`config.mk`:
```
export PLATFORM = sky130hd
export DESIGN_NAME = rbt_col_out
export DESIGN_NICKNAME = d
export VERILOG_FILES = /design/src/rtl/rbt_pkg.sv /design/src/rtl/rbt_col_out.sv
export SDC_FILE = /design/constraint.sdc
export NUM_CORES = 1
export LEC_CHECK = 0
export ABC_AREA = 1
export BUFFER_PORTS_ARGS = -buffer_cell sky130_fd_sc_hd__clkbuf_2
export CAP_MARGIN = 20
export CORE_AREA = 2 2 97 99
export DETAILED_ROUTE_END_ITERATION = 10
export DIE_AREA = 0 0 99 101
export MAX_ROUTING_LAYER = met4
export PLACE_DENSITY = 0.86
export SETUP_SLACK_MARGIN = 0.4
export SYNTH_ARGS = -nofsm -noshare
export SYNTH_HDL_FRONTEND = slang
export SYNTH_SLANG_ARGS = --single-unit
```
`constraint.sdc`:
```
create_clock -name clk -period 1.05 [get_ports clk]
set_input_delay 0.21 -clock clk [delete_from_list [all_inputs] [get_ports clk]]
set_output_delay 0.21 -clock clk [all_outputs]
set_load 0.01 [all_outputs]
```
`src/rtl/rbt_pkg.sv`:
```
// Shared types and constants for the raster band to column transpose core.
`timescale 1ns / 1ps
`default_nettype none
package rbt_pkg;

  localparam int COL_W = 24;
  localparam int CFG_W = 10;
  localparam logic [CFG_W-1:0] WIDTH_RESET = 10'd512;

  localparam logic KIND_WRITE = 1'b0;
  localparam logic KIND_READ  = 1'b1;

  typedef struct packed {
    logic       kind;
    logic [7:0] row_byte;
  } in_item_t;

  typedef struct packed {
    logic [COL_W-1:0] column_bits;
    logic             last_column;
  } out_item_t;

  typedef struct packed {
    logic wr;
    logic rd;
    logic clr;
  } mem_cmd_t;

  typedef enum logic [1:0] {
    S_CLEAR,
    S_IDLE,
    S_READ
  } state_t;

endpackage
`default_nettype wire

```
`src/rtl/rbt_col_out.sv`:
```
// Column bit selection across all band rows and the output register.
`timescale 1ns / 1ps
`default_nettype none
module rbt_col_out #(
  parameter int LANES = 24
) (
  input  wire                    clk,
  input  wire                    rst_n,
  input  wire  [LANES*8-1:0]     rd_word,
  input  wire  [2:0]             bit_idx,
  input  wire                    load,
  input  wire                    last,
  input  wire                    out_stall,
  output logic                   out_free,
  output logic                   out_valid,
  output rbt_pkg::out_item_t     out_data
);

  logic [LANES-1:0]              lane_bits;
  logic [rbt_pkg::COL_W-1:0]     col;
  logic                          out_valid_r;
  rbt_pkg::out_item_t            out_data_r;

  // bit 7 is the leftmost pixel of a byte
  for (genvar k = 0; k < LANES; k++) begin : g_pick
    logic [7:0] lane_byte;
    assign lane_byte    = rd_word[k*8 +: 8];
    assign lane_bits[k] = lane_byte[3'd7 - bit_idx];
  end

  // row k lands at bit LANES-1-k, kept to the output width
  for (genvar j = 0; j < rbt_pkg::COL_W; j++) begin : g_col
    if (j < LANES) begin : g_row
      assign col[j] = lane_bits[LANES-1-j];
    end else begin : g_pad
      assign col[j] = 1'b0;
    end
  end

  assign out_free  = !out_valid_r || !out_stall;
  assign out_valid = out_valid_r;
  assign out_data  = out_data_r;

  always_ff @(posedge clk) begin
    if (!rst_n) begin
      out_valid_r <= 1'b0;
    end else if (load) begin
      out_valid_r <= 1'b1;
    end else if (!out_stall) begin
      out_valid_r <= 1'b0;
    end
  end

  always_ff @(posedge clk) begin
    if (load) begin
      out_data_r.column_bits <= col;
      out_data_r.last_column <= last;
    end
  end

endmodule
`default_nettype wire

```
==> impl_metrics.tcl <==
set metrics [dict create \
    synthXorXnorAreaFrac_pct 0 \
    cts_sinks 26 \
    rsz0062_at_grt "true" \
    startpoint_type "input port" \
    seq_area_um2 772 \
    synth_nets 868 \
    crit_type "in -> reg" \
    synthSimpleGateAreaFrac_pct 48.9 \
    cpMaxStageDelayCell "buf_12" \
    n_antenna_cell 0 \
    core_um2 8980 \
    worst_setup_path_end_kind "flop" \
    synth_compound_area_share_pct 0.222 \
    violations "setup timing" \
    post_drt_wl_per_cell_um 18.1 \
    synthAdderAreaFrac_pct 0 \
    clkLatencyLatePin_ns 0.28 \
    synth_cell_types 12 \
    synth-seq-area-share_pct 22.8 \
    p_per_area_nw_per_um2 671 \
    vias 5478 \
    hpwlAfterDp_um 9090 \
    crit_start "bit_idx[0]" \
    row_count 35 \
    drive_gt1_share_pct 52.1 \
    period_share_pct 106 \
    synth_top_family_by_area "simple AND/OR/NAND/NOR gates" \
    hp-start "last" \
    ir_drop_mv 0.552 \
    h-tree-depth 1 \
    dr.pass1.iters 6 \
    reg2reg_from "out_valid$_SDFFE_PN0P_" \
    hold_slack_ns 0.119 \
    hp-class "in -> reg" \
    multi_input_area_um2 2580 \
    cp_top_family "buffers and inverters" \
    die_h_um 101 \
    post_dp_cell_area_um2 4680 \
    max_freq_mhz 899 \
    synth_area_per_cell_um2 5.06 \
    gr-total-overflow 0 \
    fin_ws_ns -0.0625 \
    initialDrtViolationCount 375 \
    cts-root-buf "clkbuf_8" \
    clk_pin_slew_ns 0.11 \
    wirelength_um 19000 \
    cts_inserted_buffers 3 \
    grt_start_max_net_pins 27 \
    area_delta_synth_final_pct 107 \
    via_per_inst 5.22 \
    final_common_cell "clkbuf_2" \
    crit_arrival_ns 1.16 \
    tightest_slew_ns 0.220 \
    critPathMaxFanout 6 \
    setup_viol 19 \
    grt_pass1_wl_um 25300 \
    synth_warnings 0 \
    grt_pass1_vias 5153 \
    tritoncts "built" \
    r2r-end "out_valid$_SDFFE_PN0P_" \
    fin_tns_setup_ns -0.510 \
    syn_area_um2 3380 \
    dieArea_um2 10000 \
    drv_slew 0 \
    finClkSkew_ns 0 \
    gp_congestion 0.845 \
    path_buf_inv 5 \
    finalNetCount 1140 \
    yosys.area.top_type "nand2_1" \
    cpPeakStageDelay_ns 0.12 \
    ys_seq_elements 26 \
    hold_end "out_data[0]$_DFFE_PP_" \
    final_cell_mix "clkbuf_2 (216), nand2_1 (198), inv_1 (194)" \
    crit_chain "buf_12 > inv_16 > buf_12 > buf_8 > buf_16 > nand2_4 > nand3_2 > nand2_2 > nand2_2 > nand2_1" \
    syn_inst 668 \
    fin_crit_ns 1.11 \
    worstPathRequired_ns 1.10 \
    track_usage_pct 33.8 \
    min_path_cells 1 \
    relSlewSlack_pct 85.3 \
    status "finished with violations" \
    finish.instance_area_um2 7010 \
    ctsLongestPathBuffers 2 \
    postRouteAntennaNets 0 \
    synth_top_area_share_pct 34.7 \
    drv_cap 0 \
    r2r_slack_ns 0.47 \
    io_pins 227 \
    portBuffers 226 \
    power_leakage_uw 0.00450 \
    die_x_um 99 \
    drc 0 \
    fill_cells 614 \
    rr_worst_depth 2 \
    antenna_found_initial 0 \
    synthMuxAreaShare_pct 0 \
    synth.area.top_cells "nand2_1 (35%), edfxtp_1 (22%), inv_1 (22%), nand3_1 (14%), buf_2 (3.0%)" \
    hold_viol 0 \
    start_util_pct 37.7 \
]
## cell usage after synthesis
cell,count
dfxtp_1,1
a21boi_0,1
inv_2,1
buf_4,2
buf_1,2
inv_1,195
clkbuf_1,6
nand3_1,96
buf_6,6
nand2_1,313
buf_2,20
edfxtp_1,25
## per-layer routing
layer,up-vias,GRT usage (%),share of wire (%)
li1,2464,-,-
met1,2425,38.7,35
met2,455,56.1,47
met3,134,7.21,11
met4,0,17.3,8.1
met5,-,-,0
## metrics by stage
step	setup slack, ns	total power, uW	utilization [%]	std cells
2_1_floorplan	-0.0590	2150	-	668
3_3_place_gp	-0.256	2860	52.1	985
3_5_place_dp	-0.245	2880	52.1	985
4_1_cts	-0.0490	4300	71.7	1038
5_1_grt	-0.0784	4930	78.1	1050
6_report	-0.0625	4700	78.1	1050
## power breakdown
part	leakage, uW	switching, uW	internal, uW
logic	0.00422	1410	1340
clock network	0.0000231	371	264
registers	0.000252	46.3	1270
## sequential cells by signal, indices dropped and copies added (netlist names)
name	flops
out_data	25
out_valid	1
## cell families after synthesis
logic type	after synthesis
AO/OA/AOI/OAI	1
buffers and inverters	232
flip-flops	26
AND/OR/NAND/NOR	409
## how the worst max path moves through the flow
stage                                        end  slack, ns  cells after the start
after floorplan           out_data[10]$_DFFE_PP_      -0.06                      9
after global placement    out_data[17]$_DFFE_PP_      -0.26                      8
after detailed placement  out_data[17]$_DFFE_PP_      -0.24                      8
after CTS                           out_data[17]      -0.05                      1
after global routing                out_data[17]      -0.08                      1
final                     out_data[10]$_DFFE_PP_      -0.06                     10
## layout make-up
type / count / area share, %
clock buffers: 3 / 0.589
clock inverters: 1 / 0.0535
inverters: 196 / 10.9
multi-input cells: 410 / 36.7
flip-flops and latches: 26 / 11.0
well taps: 111 / 1.98
repair buffers: 303 / 38.7
## timing repair
item | 4_1_cts | 5_1_grt
pin swaps | 97 | 61
resized for setup | 210 | 103
buffers inserted | 24 | 6
endpoints found under the hold margin | 0 | 0
endpoints found under the setup margin | 51 | 52
gates cloned | 25 | 6
hold buffers | 0 | 0
(Power assumes the default switching activity.)
