## src/rtl/rbt_pkg.sv

```systemverilog
// Shared types and constants for the raster band to column transpose core.
`timescale 1ns / 1ps
`default_nettype none
package rbt_pkg;

  localparam int COL_W = 24;
  localparam int CFG_W = 10;
  localparam logic [CFG_W-1:0] WIDTH_RESET = 10'd512;

  localparam logic KIND_WRITE = 1'b0;
  localparam logic KIND_READ  = 1'b1;

  typedef struct packed {
    logic       kind;
    logic [7:0] row_byte;
  } in_item_t;

  typedef struct packed {
    logic [COL_W-1:0] column_bits;
    logic             last_column;
  } out_item_t;

  typedef struct packed {
    logic wr;
    logic rd;
    logic clr;
  } mem_cmd_t;

  typedef enum logic [1:0] {
    S_CLEAR,
    S_IDLE,
    S_READ
  } state_t;

endpackage
`default_nettype wire

```

## src/rtl/rbt_ctrl.sv

```systemverilog
// Sequencer: write and read pointers, clearing sweep and band store access.
`timescale 1ns / 1ps
`default_nettype none
module rbt_ctrl #(
  parameter int BAND_HEIGHT = 24,
  parameter int MAX_WIDTH   = 512
) (
  input  wire                                   clk,
  input  wire                                   rst_n,
  input  wire  [rbt_pkg::CFG_W-1:0]             image_width,
  input  wire                                   in_valid,
  input  rbt_pkg::in_item_t                     in_data,
  output logic                                  in_stall,
  input  wire                                   out_free,
  output logic                                  out_load,
  output logic                                  out_last,
  output logic [2:0]                            bit_idx,
  output rbt_pkg::mem_cmd_t                     mem_cmd,
  output logic [((((MAX_WIDTH + 7) / 8) > 1) ? $clog2((MAX_WIDTH + 7) / 8) : 1)-1:0] mem_addr,
  output logic [$clog2(BAND_HEIGHT)-1:0]        mem_lane,
  output logic [7:0]                            mem_wdata
);

  localparam int RBM = (MAX_WIDTH + 7) / 8;
  localparam int AW  = (RBM > 1) ? $clog2(RBM) : 1;
  localparam int LW  = $clog2(BAND_HEIGHT);
  localparam int RW  = $clog2(BAND_HEIGHT + 1);
  localparam int CLW = $clog2(MAX_WIDTH);
  localparam int EW  = $clog2(MAX_WIDTH + 1);
  localparam int CW  = (EW > rbt_pkg::CFG_W) ? EW : rbt_pkg::CFG_W;

  rbt_pkg::state_t state_r, state_nxt;
  logic [AW-1:0]   sweep_r, sweep_nxt;
  logic [RW-1:0]   row_r, row_nxt;
  logic [AW-1:0]   idx_r, idx_nxt;
  logic [CLW-1:0]  col_r, col_nxt;

  logic [CW-1:0]   iw_ext;
  logic [CW-1:0]   w_full;
  logic [EW-1:0]   w;
  logic [EW:0]     row_bytes;
  logic [EW:0]     idx_p1;
  logic [EW:0]     col_p1;
  logic            row_end;
  logic            last;

  // width held to 1..MAX_WIDTH
  always_comb begin
    iw_ext = CW'(image_width);
    if (iw_ext == '0) begin
      w_full = CW'(1);
    end else if (iw_ext > CW'(MAX_WIDTH)) begin
      w_full = CW'(MAX_WIDTH);
    end else begin
      w_full = iw_ext;
    end
    w         = w_full[EW-1:0];
    row_bytes = ((EW+1)'(w) + (EW+1)'(7)) >> 3;
    idx_p1    = (EW+1)'(idx_r) + (EW+1)'(1);
    col_p1    = (EW+1)'(col_r) + (EW+1)'(1);
    row_end   = (idx_p1 >= row_bytes);
    last      = (col_p1 >= (EW+1)'(w));
  end

  assign bit_idx   = col_r[2:0];
  assign out_last  = last;
  assign mem_lane  = row_r[LW-1:0];
  assign mem_wdata = in_data.row_byte;

  always_ff @(posedge clk) begin
    if (!rst_n) begin
      state_r <= rbt_pkg::S_CLEAR;
      sweep_r <= '0;
      row_r   <= '0;
      idx_r   <= '0;
      col_r   <= '0;
    end else begin
      state_r <= state_nxt;
      sweep_r <= sweep_nxt;
      row_r   <= row_nxt;
      idx_r   <= idx_nxt;
      col_r   <= col_nxt;
    end
  end

  always_comb begin
    state_nxt = state_r;
    sweep_nxt = sweep_r;
    row_nxt   = row_r;
    idx_nxt   = idx_r;
    col_nxt   = col_r;
    mem_cmd   = '0;
    mem_addr  = idx_r;
    in_stall  = 1'b1;
    out_load  = 1'b0;
    unique case (state_r)
      rbt_pkg::S_CLEAR: begin
        mem_cmd.clr = 1'b1;
        mem_addr    = sweep_r;
        if (sweep_r == AW'(RBM - 1)) begin
          sweep_nxt = '0;
          state_nxt = rbt_pkg::S_IDLE;
        end else begin
          sweep_nxt = sweep_r + AW'(1);
        end
      end
      rbt_pkg::S_IDLE: begin
        in_stall = 1'b0;
        if (in_valid) begin
          if (in_data.kind == rbt_pkg::KIND_WRITE) begin
            // bytes past a full band are dropped
            if (row_r < RW'(BAND_HEIGHT)) begin
              mem_cmd.wr = 1'b1;
              mem_addr   = idx_r;
              if (row_end) begin
                idx_nxt = '0;
                row_nxt = row_r + RW'(1);
              end else begin
                idx_nxt = idx_r + AW'(1);
              end
            end
          end else begin
            mem_cmd.rd = 1'b1;
            mem_addr   = AW'(col_r >> 3);
            state_nxt  = rbt_pkg::S_READ;
          end
        end
      end
      rbt_pkg::S_READ: begin
        if (out_free) begin
          out_load = 1'b1;
          if (last) begin
            row_nxt   = '0;
            idx_nxt   = '0;
            col_nxt   = '0;
            state_nxt = rbt_pkg::S_CLEAR;
          end else begin
            col_nxt   = col_r + CLW'(1);
            state_nxt = rbt_pkg::S_IDLE;
          end
        end
      end
      default: begin
        state_nxt = rbt_pkg::S_CLEAR;
      end
    endcase
  end

`ifndef SYNTH
  a_last_clears: assert property (@(posedge clk) disable iff (!rst_n)
    (state_r == rbt_pkg::S_READ && out_free && last) |=>
      (state_r == rbt_pkg::S_CLEAR && col_r == '0 && row_r == '0 && idx_r == '0))
    else $error("band not reset after last column");

  a_full_band_holds: assert property (@(posedge clk) disable iff (!rst_n)
    (state_r == rbt_pkg::S_IDLE && in_valid && in_data.kind == rbt_pkg::KIND_WRITE &&
     row_r == RW'(BAND_HEIGHT)) |=> ($stable(row_r) && $stable(idx_r)))
    else $error("write pointer moved on a full band");

  a_row_bound: assert property (@(posedge clk) disable iff (!rst_n)
    (row_r <= RW'(BAND_HEIGHT)) && ((EW+1)'(idx_r) < row_bytes || idx_r == '0 ||
     (EW+1)'(idx_r) < (EW+1)'(RBM)))
    else $error("write pointer out of range");

  a_col_bound: assert property (@(posedge clk) disable iff (!rst_n)
    (EW+1)'(col_r) < (EW+1)'(MAX_WIDTH))
    else $error("column pointer out of range");
`endif

endmodule
`default_nettype wire

```

## config.mk

```make
export PLATFORM = sky130hd
export DESIGN_NAME = rbt_ctrl
export DESIGN_NICKNAME = d
export VERILOG_FILES = /design/src/rtl/rbt_pkg.sv /design/src/rtl/rbt_ctrl.sv
export SDC_FILE = /design/constraint.sdc
export NUM_CORES = 1
export LEC_CHECK = 0
export BUFFER_PORTS_ARGS = -buffer_cell sky130_fd_sc_hd__buf_2
export CORE_ASPECT_RATIO = 1.4
export CORE_MARGIN = 1
export CORE_UTILIZATION = 35
export CTS_BUF_LIST = sky130_fd_sc_hd__clkbuf_4 sky130_fd_sc_hd__clkbuf_8
export DETAILED_ROUTE_END_ITERATION = 8
export PLACE_DENSITY = 0.56
export SLEW_MARGIN = 20
export SYNTH_ARGS = -nofsm -noshare
export SYNTH_HDL_FRONTEND = slang
export SYNTH_SLANG_ARGS = --single-unit
export TNS_END_PERCENT = 30
```

## constraint.sdc

```tcl
create_clock -name clk -period 3.4 [get_ports clk]
set_input_delay 0.34 -clock clk [delete_from_list [all_inputs] [get_ports clk]]
set_output_delay 0.34 -clock clk [all_outputs]
set_load 0.02 [all_outputs]
```

==> results.json <==
{
  "post_drt_wl_per_cell_um": 14.2,
  "antenna_found_initial": 0,
  "fin_tns_setup_ns": 0,
  "post_cts_buffers": 0,
  "place_area_sq_um": 2320,
  "reg2regPathDepth": 12,
  "setup_viol": 0,
  "fin_crit_ns": 3.16,
  "final_common_cell": "nand2_1",
  "dpl_worst_slack_ns": 0.262,
  "synth-seq-area-share": 0.260,
  "clk_path_buf_depth": 2,
  "htreeDepth": 1,
  "hold_path_class": "in -> reg",
  "synth_warnings": 0,
  "clkSinkCount": 28,
  "final_cell_mix": "nand2_1, a21oi_1, buf_2",
  "worst_slack_ns": 0.238,
  "slowest_delay_ns": 0.41,
  "worstPathArrival_ns": 2.82,
  "overflow": 0,
  "antennaDiodeCount": 0,
  "r2r-start": "col_r[1]",
  "via_count": 2071,
  "yosysUniqueCellTypes": 43,
  "hold_buffers": 0,
  "startpoint_type": "flop",
  "drive_gt1_frac": 0.167,
  "first_iter_violations": 67,
  "drtAntennaViolNets": 0,
  "cp_slowest_cell": "dfxtp_1",
  "io_buffers": 34,
  "root_buffer": "clkbuf_8",
  "grtUsageTotal": 0.177,
  "max_freq_mhz": 316,
  "ys_ff_latch": 28,
  "grt_max_degree": 23,
  "final_max_slew_viol_count": 0,
  "syn_avg_cell_area_sq_um": 7.43,
  "viasPerCell": 5.42,
  "drc": 0,
  "fin_worst_skew_ns": 0.00371,
  "status": "finished, final reports clean",
  "fin_area_sq_um": 2380,
  "clk_pin_slew_ns": 0.10,
  "dpl.hpwl_um": 4290,
  "die_area_sq_um": 6480,
  "async_reset_ff_frac": 0,
  "die_h_um": 94.9,
  "syn_nets": 334,
  "grt_pass1_wl_um": 8630,
  "critPathMaxFanout": 5,
  "r2r_setup_slack_ns": 0.33,
  "syn-instance-count": 290,
  "tightest_slew_ns": 0.746,
  "path_cells": "nand3_1, nor2_1, and3_1, xor2_1, ha_1, a211o_1, a21oi_1, o41ai_2, buf_4, nor2_2, inv_1, buf_2",
  "ios": 51,
  "nNetsFinal": 357,
  "start_util": 0.365,
  "hold_start": "rst_n",
  "synth_edf_count": 0,
  "slew_headroom": 0.502,
  "die_x_um": 68.3,
  "r2r-end": "mem_lane[3]",
  "drt_pass1_iterations": 4,
  "rows": 33,
  "area_delta_synth_final_pct": 10.4,
  "max-vdd-ir-drop_v": 0.000152,
  "hold_slack_ns": 0.378,
  "grt_pass1_vias": 1835,
  "powerDensity_nw_per_um2": 264,
  "rsz0062_at_grt": "false",
  "clk_latency_ns": 0.28,
  "worstPathRequired_ns": 3.06,
  "startpoint": "col_r[2]",
  "wirelength_um": 5430,
  "crit_end": "out_last",
  "p_leak_uw": 0.00106,
  "critPathCaptureType": "output pin",
  "gp_congestion": 0.809,
  "maxCapViolations": 0,
  "synth_ff_type": "dfxtp_1",
  "core_sq_um": 5900,
  "cts_tree": "yes",
  "syn_area_sq_um": 2160,
  "power_uw": 628,
  "cts_made_buffers": 3,
  "fin_crit_sh": 0.930,
  "crit_type": "reg -> out",
  "hold_viol_final": 0
}
-- area by class of cell --
class                           count  area (sq um)
Timing Repair Buffer               38           200
Clock buffer                        4          55.1
Multi-Input combinational cell    233          1440
Fill cell                         650          3520
Inverter                            9          33.8
Tap cell                           70          87.6
Sequential cell                    28           562
-- cell usage after synthesis, drive strengths merged (2+ instances only) --
master  count  area (sq um)
nand2      38           143
a21oi      34           170
nor2       33           124
dfxtp      28           561
ha         21           263
nand3      21           105
buf        14           100
o21ai      13          65.1
xor2       10          87.6
inv         9          33.8
clkbuf      6          22.5
o22ai       6          37.5
or4         5          37.5
xnor2       5          43.8
and3        4          25.0
and2        3          18.8
nand2b      3          26.3
nor2b       3          18.8
nor3        3          15.0
o21a        3          22.5
o31ai       3          22.5
or2         3          18.8
or3         3          18.8
a22oi       2          15.0
nand4       2          12.5
nor4        2          12.5
-- flip-flops by register name, indices dropped and copies added, names as in the netlist --
name      count
sweep_r       6
col_r         9
mem_lane      5
state_r       2
idx_r         6
-- per-stage QoR --
stage	utilization	instances
6_report	0.403	382
5_1_grt	0.403	382
4_1_cts	0.402	382
3_5_place_dp	0.393	378
3_3_place_gp	0.393	378
2_1_floorplan	-	290
-- worst min path at each step --
stage | to | slack (ns) | depth (start not counted)
global placement | col_r[1] | 0.48 | 2
detailed placement | col_r[1] | 0.49 | 2
floorplan | state_r[1] | 0.46 | 1
CTS | state_r[1] | 0.38 | 2
finish | state_r[1] | 0.38 | 2
global route | state_r[1] | 0.37 | 2
-- what timing repair did --
action,in CTS,in global routing
gates resized for setup,0,2
setup endpoints to repair,0,1
hold endpoints to repair,0,0
-- per-layer routing --
layer  vias up  share of wire  wire length [um]  track usage
met3         8          0.022               118       0.0121
met5         -              0                 0            0
met1       969           0.45              2470        0.214
met2        31           0.50              2710        0.316
li1       1063              -                 -            -
met4         0          0.024               132       0.0677
-- power by group --
group / leakage (uW) / total [uW] / internal (uW) / switching, uW
clock: 0.0000288 / 214 / 104 / 111
combinational: 0.000807 / 76.7 / 29.5 / 47.3
sequential: 0.000227 / 337 / 331 / 5.54
total: 0.00106 / 628 / 464 / 163
-- critical path, delay by kind of cell (launching register included) --
family / cells / cell delay (ns)
flip-flops: 1 / 0.41
XOR/XNOR: 1 / 0.19
AND/OR/NAND/NOR: 4 / 0.77
AO/OA/AOI/OAI: 3 / 0.56
buffers and inverters: 3 / 0.35
adder cells (fa/ha/maj): 1 / 0.26
-- logic make-up (layout without fill, tap and decap cells) --
kind of cell | after synthesis | after routing | synth area share
multiplexers | 1 | 1 | 0.00464
adder cells (fa/ha/maj) | 21 | 21 | 0.122
AO/OA/AOI/OAI | 70 | 70 | 0.201
flip-flops | 28 | 28 | 0.260
buffers and inverters | 29 | 51 | 0.0726
AND/OR/NAND/NOR | 126 | 126 | 0.279
XOR/XNOR | 15 | 15 | 0.0609
Note: power is estimated with default switching activity, not from simulation.
